## config.mk

```make
export PLATFORM = sky130hd
export DESIGN_NAME = mfb_queue
export DESIGN_NICKNAME = d
export VERILOG_FILES = /design/src/sv/mfb_pkg.sv /design/src/sv/mfb_queue.sv
export SDC_FILE = /design/constraint.sdc
export NUM_CORES = 1
export LEC_CHECK = 0
export BUFFER_PORTS_ARGS = -buffer_cell sky130_fd_sc_hd__buf_2
export CORE_MARGIN = 1
export CORE_UTILIZATION = 43
export CTS_CLUSTER_DIAMETER = 80
export DETAILED_ROUTE_END_ITERATION = 10
export GPL_TIMING_DRIVEN = 0
export PLACE_DENSITY_LB_ADDON = 0.1
export SLEW_MARGIN = 20
export SYNTH_ARGS = -nofsm -noshare
export SYNTH_HDL_FRONTEND = slang
export SYNTH_SLANG_ARGS = --single-unit
```

## constraint.sdc

```tcl
create_clock -name clk -period 5.1 [get_ports clk]
set_clock_uncertainty 0.2 [all_clocks]
set_input_delay 0.51 -clock clk [delete_from_list [all_inputs] [get_ports clk]]
set_output_delay 0.51 -clock clk [all_outputs]
set_load 0.02 [all_outputs]
```

## src/sv/mfb_pkg.sv

```systemverilog
package mfb_pkg;

	// Default sizes of the converter
	localparam int DEF_MAX_WIDTH   = 512;
	localparam int DEF_MAX_HEIGHT  = 512;
	localparam int DEF_STORE_BYTES = 32768;

	// Field widths fixed by the interface
	localparam int CFG_W = 10;
	localparam int DIM_W = 11;
	localparam int IDX_W = 16;
	localparam int PAIRS = 4;

	// Queue depths
	localparam int CMDQ_DEPTH = 2;
	localparam int RQ_DEPTH   = 4;

	localparam logic [7:0] BYTE_ONES = 8'hFF;
	localparam logic [7:0] BYTE_ZERO = 8'h00;

	localparam logic [CFG_W-1:0] RST_PANEL_WIDTH   = 10'd400;
	localparam logic [CFG_W-1:0] RST_PANEL_HEIGHT  = 10'd300;
	localparam logic [CFG_W-1:0] RST_SOURCE_WIDTH  = 10'd400;
	localparam logic [CFG_W-1:0] RST_SOURCE_HEIGHT = 10'd300;

	typedef enum logic [1:0] {
		REG_PANEL_WIDTH   = 2'd0,
		REG_PANEL_HEIGHT  = 2'd1,
		REG_SOURCE_WIDTH  = 2'd2,
		REG_SOURCE_HEIGHT = 2'd3
	} cfg_reg_t;

	typedef enum logic [1:0] {
		FN_CLEAR = 2'd0,
		FN_PIXEL = 2'd1,
		FN_READ  = 2'd2,
		FN_NONE  = 2'd3
	} func_t;

	typedef struct packed {
		logic [CFG_W-1:0] panel_width;
		logic [CFG_W-1:0] panel_height;
		logic [CFG_W-1:0] source_width;
		logic [CFG_W-1:0] source_height;
	} cfg_t;

	// Classified request handed from the front to the back
	typedef struct packed {
		func_t                         kind;
		logic                          fill;
		logic                          status;
		logic [PAIRS-1:0][IDX_W-1:0]   addr;
		logic [PAIRS-1:0][7:0]         mask;
	} cmd_t;

endpackage

```

## src/sv/mfb_queue.sv

```systemverilog
module mfb_queue (
	input  logic           clk,
	input  logic           arst_n,
	input  logic           push,
	input  mfb_pkg::cmd_t  cmd_in,
	output logic           full,
	input  logic           pop,
	output mfb_pkg::cmd_t  cmd_out,
	output logic           empty
);
	import mfb_pkg::*;

	localparam int PW = $clog2(CMDQ_DEPTH);
	localparam int CW = $clog2(CMDQ_DEPTH + 1);

	cmd_t          entry_q [CMDQ_DEPTH];
	logic [PW-1:0] wr_ptr_q;
	logic [PW-1:0] rd_ptr_q;
	logic [CW-1:0] cnt_q;

	assign full    = cnt_q == CW'(CMDQ_DEPTH);
	assign empty   = cnt_q == '0;
	assign cmd_out = entry_q[rd_ptr_q];

	// Advance pointers and occupancy
	always_ff @(posedge clk or negedge arst_n) begin
		if (!arst_n) begin
			wr_ptr_q <= '0;
			rd_ptr_q <= '0;
			cnt_q    <= '0;
		end else begin
			if (push) begin
				wr_ptr_q <= wr_ptr_q + PW'(1);
			end
			if (pop) begin
				rd_ptr_q <= rd_ptr_q + PW'(1);
			end
			if (push && !pop) begin
				cnt_q <= cnt_q + CW'(1);
			end else if (pop && !push) begin
				cnt_q <= cnt_q - CW'(1);
			end
		end
	end

	always_ff @(posedge clk) begin
		if (push) begin
			entry_q[wr_ptr_q] <= cmd_in;
		end
	end

endmodule

```

## Word-level counts from Yosys, hierarchy flattened

Memory sizes are Yosys's and may differ from the RTL's.
Cells that the tools add are included.

- Register bits: 4
- RAM bits: 200
- Input port bits: 104
- Word-level logic and storage cells: 19
- Memories: 1

- $add $sub $neg: 4
- Eq/ne operators: 1
- Multiplexer cells: 4
- Reduce and logical (&&, ||, !) cells: 6

Memories:

| memory | words | bits a word | read ports | clocked after Yosys merged registers in | wr ports | RTL line | RTL |
|---|---|---|---|---|---|---|---|
| entry_q | 2 | 100 | 1 | 0 | 1 | mfb_queue.sv:16 | `cmd_t entry_q [CMDQ_DEPTH];` |

Operators by type and width:

| kind | number |
|---|---|
| $mux W2 | 2 |
| $add A1 B1 Y1 const B | 2 |
| $add A2 B1 Y2 const B | 1 |
| $eq A2 B2 Y1 const B | 1 |
| $logic_and A1 B1 Y1 | 2 |
| $logic_not A1 Y1 | 2 |
| $logic_not A2 Y1 | 1 |
| $mux W1 | 2 |
| $reduce_bool A2 Y1 | 1 |
| $sub A2 B1 Y2 const B | 1 |

## Logic depth before layout (Yosys ltp)

- Depth after elaboration: 4
- Depth in mapped cells: 5
- Gate-level depth less buffers: 5

## Least setup slack after synthesis

Ideal clock, no wire load.

- Path kind: input-to-reg
- Start point: in push
- End point: mem entry_q[0][0] (netlist bit) (enable)
- Setup time: 572 ps
- Data arrival time: 4,862 ps
- Data required time: 4,328 ps
- Setup slack: -534 ps
- Stages: 1
- Path buffers: 0
- Cell sequence: nor2b_1

- Word-level cells in the longest chain between the ends: 2

Ends and longest elaborated chain:

| what | RTL line | RTL |
|---|---|---|
| start: declaration | mfb_queue.sv:4 | `input logic push,` |
| $mux W1 | mfb_queue.sv:47 | `if (push) begin` |
| $mux W1 (implied by the code) | mfb_queue.sv:48 | `entry_q[wr_ptr_q] <= cmd_in;` |
| end: declaration | mfb_queue.sv:16 |  |

No other way between the ends.

==> out/metrics.yaml <==
final_layout:
  final_nets: 768
  drive_gt1_frac: 0.531
  n_antenna_cell: 0
  synthToLayoutAreaGrowth_pct: 40.8
die:
  rows: 49
  core-area_mm2: 0.0179
  initial_core_util: 0.439
  io-pin-count: 206
  die_area_mm2: 0.0188
  die_h_um: 137
  fp.dieW_um: 137
logic_synthesis:
  ys.warnings.count: 0
  ys_ff_latch: 204
  avgSynthCellArea_um2: 24.0
  syn_area_mm2: 0.00785
  ys_types: 14
  synth_area_leader_cell: "edfxtp_1"
  syn_nets: 432
  synthTopCellsByArea: "edfxtp_1 76%, mux2_4 17%, buf_12 2.3%"
  yosysSeqAreaShare: 0.778
  synthCells: 327
  synth_top_cell_area_share: 0.765
outcome:
  outcome: "completed"
place:
  dp_slack_ns: 2.98
  io_buffers: 205
  hpwl_mm: 9.06
  place_congestion: 0.677
timing:
  slew_viol_final: 0
  slew_headroom: 0.679
  whs_ns: 0.0312
  setup_violations: 0
  hold_violations: 0
  rsz0062_at_grt: "no"
  clock.fmax_mhz: 404
  layout_setup_ws_ns: 2.63
  min_period_ns: 2.47
  finalCritPeriodShare: 0.485
  tightestPinTransition_ns: 0.481
routing:
  drc: 0
  firstDrtPassIters: 4
  drt_iter0_drc: 124
  via_per_inst: 4.56
  ant_nets: 0
  vias: 4137
  wire_per_inst_um: 15.7
  wirelength_mm: 14.2
cts:
  cts_tree: "done"
  worstSkewPairLatency_ns: 0.49
  ctsHoldBuffers: 101
  htreeDepth: 1
  clock_tree.buffer_depth: 3
  clockRootBuffer: "clkbuf_16"
  clock-sinks: 204
  post_cts_buffers: 0
  cts_buffers: 22
  clk_pin_slew_ns: 0.06
  cts_resized: 0
critical_path:
  arrival_ns: 1.76
  cp_num_buf_inv: 3
  crit_path_end_kind: "output pin"
  required_ns: 4.39
  path_max_fanout: 10
  critical-path-max-stage-delay_ns: 0.35
  path_cells: "buf_6, buf_12, mux2_4, buf_2"
  cp-start-kind: "flop"
  timing_worst_setup_path_type: "reg2out"
  cp_top_family: "buffers and inverters"
  worst_path_max_delay_cell: "dfrtp_1"
pwr:
  intPower_w: 0.00426
  swShare: 0.302
  pwr-share-clk: 0.260
  p_sw_w: 0.00184
  pwr-share-comb: 0.362
  power_frac_seq: 0.378
  irDropWorstVdd_v: 0.000336
  power_density_mw_per_mm2: 551
  leakagePower_nw: 4.50
global_route:
  antenna_found_initial: 0
  grt_pass1_wl_mm: 21.5
  grt_max_degree: 46
  grtUsageTotal: 0.150
  grt_pass1_vias: 4306
  grt-ovfl-total: 0
min_path:
  holdCritPathClass: "in2reg"
run:
  cap_violations: 0
[power groups by stage]
stage          logic [W]  clock network [W]  registers [W]
2_1_floorplan    0.00157                  0        0.00235
3_3_place_gp     0.00209                  0        0.00238
3_5_place_dp     0.00218                  0        0.00234
4_1_cts          0.00224            0.00163        0.00231
5_1_grt          0.00235            0.00170        0.00233
6_report         0.00221            0.00158        0.00230
[registers in the layout (all words and copies together) (netlist names)]
register / flops
cnt_q: 2
rd_ptr_q: 1
entry_q: 200
wr_ptr_q: 1
[layer usage]
metal / GRT usage / part of all wire
met1: 0.176 / 0.39
met2: 0.262 / 0.51
met3: 0.0441 / 0.076
met4: 0.0543 / 0.020
met5: 0 / 0
[stage by stage]
step / utilization / area (um2) / setup TNS, ns / power [W] / instances
6_report: 0.617 / 11100 / 0 / 0.00610 / 907
5_1_grt: 0.617 / 11100 / 0 / 0.00637 / 907
4_1_cts: 0.617 / 11100 / 0 / 0.00618 / 907
3_5_place_dp: 0.520 / 9310 / 0 / 0.00452 / 767
3_3_place_gp: 0.512 / 9170 / -30.25 / 0.00447 / 761
2_1_floorplan: - / 7860 / 0 / 0.00392 / 327
[cell usage after synthesis, drive strengths merged]
cell type,count
edfxtp,200
mux2,100
buf,11
dfrtp,4
xor2,4
nor2,2
nor2b,2
and2,1
ha,1
inv,1
xnor2,1
[path summary, 6_finish.rpt]
check	from	slack [ns]	endpoint	cells past startpoint
max reg2reg	wr_ptr_q$_DFFE_PN0P_	3.28	entry_q[0][1]$_DFFE_PP_	3
min in group asynchronous	arst_n	0.15	cnt_q[0]$_DFFE_PN0P_	2
min reg2reg	cnt_q[1]$_DFFE_PN0P_	0.31	cnt_q[1]$_DFFE_PN0P_	1
max in group asynchronous	arst_n	4.43	rd_ptr_q$_DFFE_PN0P_	2
max	rd_ptr_q$_DFFE_PN0P_	2.63	cmd_out[80]	4
min	cmd_in[30]	0.03	entry_q[1][30]$_DFFE_PP_	1
[cell usage in the layout, fill, tap and decap left out]
cell / instances
nor2b_4: 1
xor2_1: 4
dfrtp_1: 4
dlygate4sd3_1: 101
clkbuf_1: 1
clkinvlp_4: 1
ha_1: 1
mux2_4: 90
buf_12: 13
nor2b_1: 1
and2_4: 1
nor2_1: 2
buf_6: 1
clkinv_1: 2
xnor2_1: 1
clkinv_2: 8
bufinv_16: 3
mux2_2: 10
inv_1: 1
buf_2: 206
clkinv_4: 1
clkbuf_16: 23
buf_16: 2
edfxtp_1: 200
[final cells by class]
type	instances	area, um2
sequential	204	6110
buffer	11	196
multi-input combinational	111	1560
inverter	1	3.75
clock inverter	15	154
fill	1325	6850
tap	229	287
timing repair buffer	312	2170
clock buffer	24	579
[logic make-up (layout without fill, tap and decap cells)]
kind of cell             Yosys count  in the layout  synth area share
buffers and inverters             12            363            0.0255
AND/OR/NAND/NOR                    5              5           0.00335
adder cells (fa/ha/maj)            1              1           0.00159
multiplexers                     100            100             0.186
XOR/XNOR                           5              5           0.00558
flip-flops                       204            204             0.778
Note: power is estimated with default switching activity, not from simulation.
