$ cat src/sv/mfb_pkg.sv
package mfb_pkg;

	// Default sizes of the converter
	localparam int DEF_MAX_WIDTH   = 512;
	localparam int DEF_MAX_HEIGHT  = 512;
	localparam int DEF_STORE_BYTES = 32768;

	// Field widths fixed by the interface
	localparam int CFG_W = 10;
	localparam int DIM_W = 11;
	localparam int IDX_W = 16;
	localparam int PAIRS = 4;

	// Queue depths
	localparam int CMDQ_DEPTH = 2;
	localparam int RQ_DEPTH   = 4;

	localparam logic [7:0] BYTE_ONES = 8'hFF;
	localparam logic [7:0] BYTE_ZERO = 8'h00;

	localparam logic [CFG_W-1:0] RST_PANEL_WIDTH   = 10'd400;
	localparam logic [CFG_W-1:0] RST_PANEL_HEIGHT  = 10'd300;
	localparam logic [CFG_W-1:0] RST_SOURCE_WIDTH  = 10'd400;
	localparam logic [CFG_W-1:0] RST_SOURCE_HEIGHT = 10'd300;

	typedef enum logic [1:0] {
		REG_PANEL_WIDTH   = 2'd0,
		REG_PANEL_HEIGHT  = 2'd1,
		REG_SOURCE_WIDTH  = 2'd2,
		REG_SOURCE_HEIGHT = 2'd3
	} cfg_reg_t;

	typedef enum logic [1:0] {
		FN_CLEAR = 2'd0,
		FN_PIXEL = 2'd1,
		FN_READ  = 2'd2,
		FN_NONE  = 2'd3
	} func_t;

	typedef struct packed {
		logic [CFG_W-1:0] panel_width;
		logic [CFG_W-1:0] panel_height;
		logic [CFG_W-1:0] source_width;
		logic [CFG_W-1:0] source_height;
	} cfg_t;

	// Classified request handed from the front to the back
	typedef struct packed {
		func_t                         kind;
		logic                          fill;
		logic                          status;
		logic [PAIRS-1:0][IDX_W-1:0]   addr;
		logic [PAIRS-1:0][7:0]         mask;
	} cmd_t;

endpackage

$ cat src/sv/mfb_front.sv
module mfb_front #(
	parameter int MAX_WIDTH   = mfb_pkg::DEF_MAX_WIDTH,
	parameter int MAX_HEIGHT  = mfb_pkg::DEF_MAX_HEIGHT,
	parameter int STORE_BYTES = mfb_pkg::DEF_STORE_BYTES
) (
	input  logic           clk,
	input  logic           arst_n,
	input  mfb_pkg::cfg_t  cfg,
	input  logic           in_valid,
	output logic           in_stall,
	input  logic [1:0]     func,
	input  logic [8:0]     row,
	input  logic [5:0]     column_byte,
	input  logic [7:0]     pixels,
	input  logic           fill_value,
	input  logic [14:0]    read_index,
	output logic           push,
	output mfb_pkg::cmd_t  cmd,
	input  logic           q_full
);
	import mfb_pkg::*;

	localparam logic [DIM_W-1:0] MaxW  = DIM_W'(MAX_WIDTH);
	localparam logic [DIM_W-1:0] MaxH  = DIM_W'(MAX_HEIGHT);
	localparam logic [IDX_W:0]   Limit = (IDX_W+1)'(STORE_BYTES);

	logic        accept;
	logic        v_s1;
	func_t       func_s1;
	logic [8:0]  row_s1;
	logic [5:0]  colb_s1;
	logic [7:0]  pix_s1;
	logic        fill_s1;
	logic [14:0] ridx_s1;

	logic                        y_ok;
	logic [CFG_W-1:0]            flipped;
	logic [7:0]                  quarter;
	logic [7:0]                  fq;
	logic [13:0]                 base;
	logic [PAIRS-1:0][IDX_W-1:0] idx;
	logic [PAIRS-1:0]            idx_ok;
	logic [PAIRS-1:0][8:0]       xe;
	logic [PAIRS-1:0][8:0]       xo;
	logic [PAIRS-1:0]            ok_e;
	logic [PAIRS-1:0]            ok_o;
	logic [PAIRS-1:0][7:0]       mask;
	logic                        bad;

	function automatic logic x_in(input logic [8:0] x, input cfg_t c);
		return ({1'b0, x} < c.panel_width) && ({1'b0, x} < c.source_width) &&
			({2'b0, x} < MaxW);
	endfunction

	// Hold one request while the queue is full
	assign in_stall = v_s1 && q_full;
	assign accept   = in_valid && !in_stall;
	assign push     = v_s1 && !q_full;

	always_ff @(posedge clk or negedge arst_n) begin
		if (!arst_n) begin
			v_s1 <= 1'b0;
		end else if (accept) begin
			v_s1 <= 1'b1;
		end else if (push) begin
			v_s1 <= 1'b0;
		end
	end

	always_ff @(posedge clk) begin
		if (accept) begin
			func_s1 <= func_t'(func);
			row_s1  <= row;
			colb_s1 <= column_byte;
			pix_s1  <= pixels;
			fill_s1 <= fill_value;
			ridx_s1 <= read_index;
		end
	end

	// Flip the row and locate the four store bytes of the pixel pairs
	always_comb begin
		y_ok = ({1'b0, row_s1} < cfg.panel_height) && ({1'b0, row_s1} < cfg.source_height) &&
			({2'b0, row_s1} < MaxH);
		flipped = cfg.panel_height - CFG_W'(1) - {1'b0, row_s1};
		quarter = cfg.panel_height[CFG_W-1:2];
		fq      = flipped[CFG_W-1:2];
		base    = 14'(colb_s1) * 14'(quarter);
		bad     = 1'b0;
		for (int k = 0; k < PAIRS; k++) begin
			idx[k]    = IDX_W'({base, 2'b00}) + IDX_W'(k) * IDX_W'(quarter) + IDX_W'(fq);
			idx_ok[k] = {1'b0, idx[k]} < Limit;
			xe[k]     = {colb_s1, 2'(k), 1'b0};
			xo[k]     = {colb_s1, 2'(k), 1'b1};
			ok_e[k]   = x_in(xe[k], cfg) && y_ok && idx_ok[k];
			ok_o[k]   = x_in(xo[k], cfg) && y_ok && idx_ok[k];
			mask[k]   = {6'b0, pix_s1[7-2*k] && ok_e[k], pix_s1[6-2*k] && ok_o[k]}
				<< (3'd6 - {flipped[1:0], 1'b0});
			bad       = bad || !ok_e[k] || !ok_o[k];
		end
	end

	// Classify the request
	always_comb begin
		cmd      = '0;
		cmd.kind = func_s1;
		cmd.fill = fill_s1;
		case (func_s1)
			FN_CLEAR: begin
				cmd.status = 1'b0;
			end
			FN_PIXEL: begin
				cmd.addr   = idx;
				cmd.mask   = mask;
				cmd.status = bad;
			end
			FN_READ: begin
				cmd.addr[0] = IDX_W'(ridx_s1);
				cmd.status  = !({2'b0, ridx_s1} < Limit);
			end
			default: begin
				cmd.status = 1'b1;
			end
		endcase
	end

endmodule

$ cat config.mk
export PLATFORM = sky130hd
export DESIGN_NAME = mfb_front
export DESIGN_NICKNAME = d
export VERILOG_FILES = /design/src/sv/mfb_pkg.sv /design/src/sv/mfb_front.sv
export SDC_FILE = /design/constraint.sdc
export NUM_CORES = 1
export LEC_CHECK = 0
export BUFFER_PORTS_ARGS = -buffer_cell sky130_fd_sc_hd__buf_2
export CELL_PAD_IN_SITES_DETAIL_PLACEMENT = 1
export CELL_PAD_IN_SITES_GLOBAL_PLACEMENT = 1
export CORE_MARGIN = 4
export CORE_UTILIZATION = 44
export CTS_BUF_LIST = sky130_fd_sc_hd__clkbuf_2
export DETAILED_ROUTE_END_ITERATION = 16
export PLACE_DENSITY_LB_ADDON = 0.12
export SETUP_SLACK_MARGIN = 0.4
export SYNTH_ARGS = -nofsm -noshare
export SYNTH_HDL_FRONTEND = slang
export SYNTH_SLANG_ARGS = --single-unit
export TNS_END_PERCENT = 10
$ cat constraint.sdc
create_clock -name clk -period 12.9 [get_ports clk]
set_clock_uncertainty 0.1 [all_clocks]
set_input_delay 2.58 -clock clk [delete_from_list [all_inputs] [get_ports clk]]
set_output_delay 2.58 -clock clk [all_outputs]
set_load 0.02 [all_outputs]
======== After elaboration in Yosys (flattened, before gate mapping) ========
Cells that the tools add are included.
word-level totals
  memories kept ........................... 0
  latch bits .............................. 0
  ROM bits ................................ 0
  output and inout bits ................... 102
  register bits ........................... 42
  memory bits (writable) .................. 0
operators by class
  shift-type cells ........................ 4
  divide/modulo/power cells ............... 0
  reductions and logical operators ........ 56
  bitwise logic cells ..................... 0
  muxes and demuxes ....................... 6
  equal/unequal tests ..................... 2
  $add $sub $neg .......................... 10
  multiply operators ...................... 2
  magnitude comparators ................... 22
operators with widths
  cell                                                                   count
  9-bit by 10-bit < comparator with 1-bit output                         18
  16-bit by 8-bit adder with 16-bit output                               5
  16-bit < comparator, second input constant                             4
  48-bit 2-to-1 mux                                                      1
  1-bit logical AND                                                      36
  32-bit 2-to-1 mux                                                      1
  16-bit case mux with 2 select lines                                    1
  2-bit by 3-bit << shifter with 8-bit output                            4
  16-bit by 10-bit adder with 16-bit output                              1
  16-bit by 9-bit adder with 16-bit output                               1
  6-bit by 8-bit multiplier with 14-bit output                           1
  1-bit zero test                                                        10
  2-bit by 8-bit multiplier with 10-bit output, first input constant     1
  10-bit by 1-bit subtractor with 10-bit output, second input constant   1
  10-bit by 9-bit subtractor with 10-bit output                          1
  1-bit logical OR                                                       7
  3-bit subtractor, first input constant                                 1
  2-bit by 1-bit equality test with 1-bit output, second input constant  1
  2-bit equality test, second input constant                             1
  2-bit zero test                                                        1
  1-bit 2-to-1 mux                                                       2
  1-bit case mux with 2 select lines                                     1
  2-bit nonzero test                                                     1
  2-bit OR reduction                                                     1

======== Longest topological paths before layout ========
  word-level depth ........................ 14
  gate-level depth with buffers ........... 24
  mapped depth without buffers ............ 24

======== Worst setup path after synthesis ========
No wires, ideal clock.
  path kind ............................... input to output
  start point ............................. in cfg[27] in the netlist's numbering
  end point ............................... out cmd[25] in the netlist's numbering
  required time ........................... 10.220 ns
  buffers on the path ..................... 0
  cell stages on the path ................. 20
  path slack .............................. 2.394 ns
  data arrival time ....................... 7.826 ns
  cells stage by stage .................... inv_1 > nor2_1 > fa_1 > inv_1 > fa_1 > fa_1 > inv_1 > ha_1 > a21oi_1 > xnor2_1 > ha_1 > ha_1 > ha_1 > a21o_1 > a2111oi_0 > o31ai_1 > nand3_1 > xor2_1 > nand4_1 > nor2_1
RTL lines
  element      RTL line         RTL
  from (decl)  mfb_front.sv:8   input mfb_pkg::cfg_t cfg,
  to (decl)    mfb_front.sv:18  output mfb_pkg::cmd_t cmd,

==> results.yml <==
synth:
  seq_area_frac_synth_pct: 17.69
  synth.area.top_cells: "ha_1 (18%), edfxtp_1 (17%), fa_1 (15%), inv_1 (6.8%), xnor2_1 (4.6%)"
  synth-compound-area-share_pct: 14.83
  synth-simple-area-share_pct: 18.99
  synth.avg_cell_area_um2: 8.748
  synth_edf_count: 41
  yosysTopAreaCell: "ha_1"
  synth_mux_area_share_pct: 0.2995
  synth_fa_ha_area_share_pct: 32.90
  ys_seq_elements: 42
  ys_warn_count: 0
  synth_nets: 1052
  synth_xor_area_share_pct: 7.574
  syn_inst: 812
  synthFlopType: "edfxtp_1"
  yosys.area.top_type_share_pct: 17.97
  synth_area_mm2: 0.007103
  synthArstFlopShare_pct: 2.381
  synth_top_family_by_area: "adder cells"
  synth_commonest_cells: "inv_1 (129), ha_1 (102), nor2_1 (83)"
  synth_cell_types: 69
  yosysMostFrequentCell: "inv_1"
route:
  wire_per_inst_um: 18.20
  drtPass1Iterations: 6
  via_per_inst: 5.222
  num_vias: 6308
  drc_errors: 0
  first_iter_violations: 218
  final_antenna_net_count: 0
  wl_um: 21980
clocking:
  cts_buffer_depth: 2
  clkLatencyLatePin_ns: 0.46
  cts.root.buffer_cell: "clkbuf_2"
  clkTransAtPathRegs_ns: 0.24
  cts_inserted_buffers: 5
  holdBufCountCts: 0
  clock-sinks: 42
  cts_resized: 0
  cts_setup_buffers: 0
  htree_levels: 2
  cts_tree: "built"
floorplanning:
  design.die.area_mm2: 0.01824
  ios: 187
  num_rows: 46
  initial_utilization_pct: 44.88
  core_mm2: 0.01583
  dieWidth_um: 135.1
  die_height_um: 135.1
setup_path:
  critical_path_class: "in -> out"
  r2r_cells: 2
  worstSetupStartpointType: "primary input"
  arrival_ns: 8.99
  cp-end-kind: "primary output"
  crit_fanout: 8
  cp_data_required_time_ns: 10.22
pwr:
  clockPowerShare_pct: 5.5
  power_switching_w: 0.0008613
  peakVddDrop_v: 0.0001061
  seqPwrFrac_pct: 10.6
  swShare_pct: 55.48
  combPwrFrac_pct: 83.9
  leakagePower_nw: 4.334
  cellPowerDensity_mw_per_mm2: 186.5
  internal_power_w: 0.0006912
timing:
  rsz0062_at_grt: "false"
  fmax_mhz: 85.66
  setup_viol: 0
  tightest_slew_ns: 1.204
  setup_tns_ns: 0
  finalMaxSlewViolations: 0
  timing.final.crit_share_pct: 90.49
  final.min_clock_period_ns: 11.67
  slew_headroom_pct: 19.55
  hold_viol_final: 0
global_route:
  grt.overflow.total: 0
  grt_pass1_vias: 6800
  grt_pass1_wl_um: 35000
  grt_util_all_layers_pct: 24.22
  grt_max_degree: 42
  grt_antenna_before_repair: 0
final_layout:
  fin_util_pct: 52.59
  fillers: 1993
  drive_gt1_share_pct: 22.98
  diodes: 0
  area_delta_synth_final_pct: 17.19
  fin_nets: 1231
run:
  max_cap_viol_count: 0
hold_path:
  hold_path_depth: 2
  hold_path.class: "reg -> reg"
placed_design:
  port_buffers: 186
  gp_congestion: 0.8909
  dp_hpwl_um: 19170
outcome:
  status: "completed"
## worst max-delay path, stage by stage
cell and delay, ns:
buf_2 0.15, inv_1 0.21, nor2_1 0.10, fa_1 0.49, inv_1 0.05, fa_1 0.47
fa_1 0.54, inv_1 0.04, ha_1 0.40, a21oi_1 0.12, xnor2_1 0.41, ha_1 0.35
ha_1 0.30, ha_1 0.31, a21o_1 0.17, a2111oi_0 0.68, o31ai_1 0.28, nand3_1 0.15
xor2_1 0.50, nand4_1 0.33, nor2_1 0.16, buf_2 0.18
## registers in the layout, indices dropped and copies added, names as in the netlist
name / count
colb_s1: 6
fill_s1: 1
func_s1: 2
pix_s1: 8
ridx_s1: 15
row_s1: 9
v_s1: 1
## worst paths after layout
| check | from | endpoint | slack, ns |
|---|---|---|---|
| max | cfg[27] | cmd[29] | 1.23 |
| min in group asynchronous | arst_n | v_s1 | 1.73 |
| min | v_s1 | v_s1 | 0.62 |
| max reg2reg | v_s1 | colb_s1[0] | 10.90 |
| min reg2reg | v_s1 | v_s1 | 0.62 |
| max in group asynchronous | arst_n | v_s1 | 10.90 |
## cell type report
class	count	area [µm²]	share of cell area (%)
Clock buffer	5	25.02	0.3006
Timing Repair Buffer	187	938.4	11.27
Sequential cell	42	1256	15.09
Multi-Input combinational cell	626	5306	63.75
Inverter	129	484.2	5.817
Clock inverter	3	43.79	0.5261
Tap cell	216	270.3	3.247
## kinds of logic (layout without fill, tap and decap cells)
logic type | count (synthesis) | after routing
AOI/OAI and AO/OA | 153 | 153
xor gates and xnor gates | 58 | 58
adders and majority gates | 155 | 155
buffers and inverters | 144 | 324
DFF | 42 | 42
muxes | 2 | 2
and+or+nand+nor | 258 | 258
## layer usage
metal,vias to the layer above,GRT usage (%),share of wire [%]
met2,155,43.83,50
met3,23,4.359,4.9
met5,-,0,0
met1,3040,30.40,43
li1,3090,-,-
met4,0,4.759,1.9
## power by group through the flow
stage | sequential (W) | clock, W | combinational [W]
3_5_place_dp | 0.000168 | 0 | 0.00130
6_report | 0.000165 | 0.0000847 | 0.00130
4_1_cts | 0.000165 | 0.0000886 | 0.00131
3_3_place_gp | 0.000168 | 0 | 0.00127
2_1_floorplan | 0.000166 | 0 | 0.000946
5_1_grt | 0.000166 | 0.0000946 | 0.00145
## cell usage in the layout, fill, tap and decap left out, types with 3 or more instances in the layout
cell / count
nand2_1: 45
a32o_1: 3
edfxtp_1: 41
nand2b_1: 6
o31ai_1: 3
a21o_1: 23
and2_1: 43
o21ai_0: 28
nor2_2: 4
ha_1: 102
nand3_1: 14
a21oi_1: 43
or2_2: 5
and3_1: 8
nor3_1: 16
nor2_1: 83
clkbuf_2: 5
xor2_2: 3
o21a_1: 6
nor2b_1: 5
xnor2_1: 37
xor2_1: 17
or3_1: 4
and4_1: 6
fa_1: 53
a211oi_1: 4
buf_2: 186
o211ai_1: 7
inv_1: 129
o21bai_1: 9
## stage by stage
stage          cells  power, W  setup slack (ns)  area, µm²  hold WS (ns)
3_3_place_gp    1200  0.001441             1.564       8255        0.5631
2_1_floorplan    812  0.001112             2.394       7103        0.6394
6_report        1208  0.001553             1.227       8324        0.6175
3_5_place_dp    1200  0.001471             1.366       8255        0.5778
5_1_grt         1208  0.001707            0.7042       8324        0.6846
4_1_cts         1208  0.001564             1.337       8324        0.6305
(Power assumes the default switching activity.)
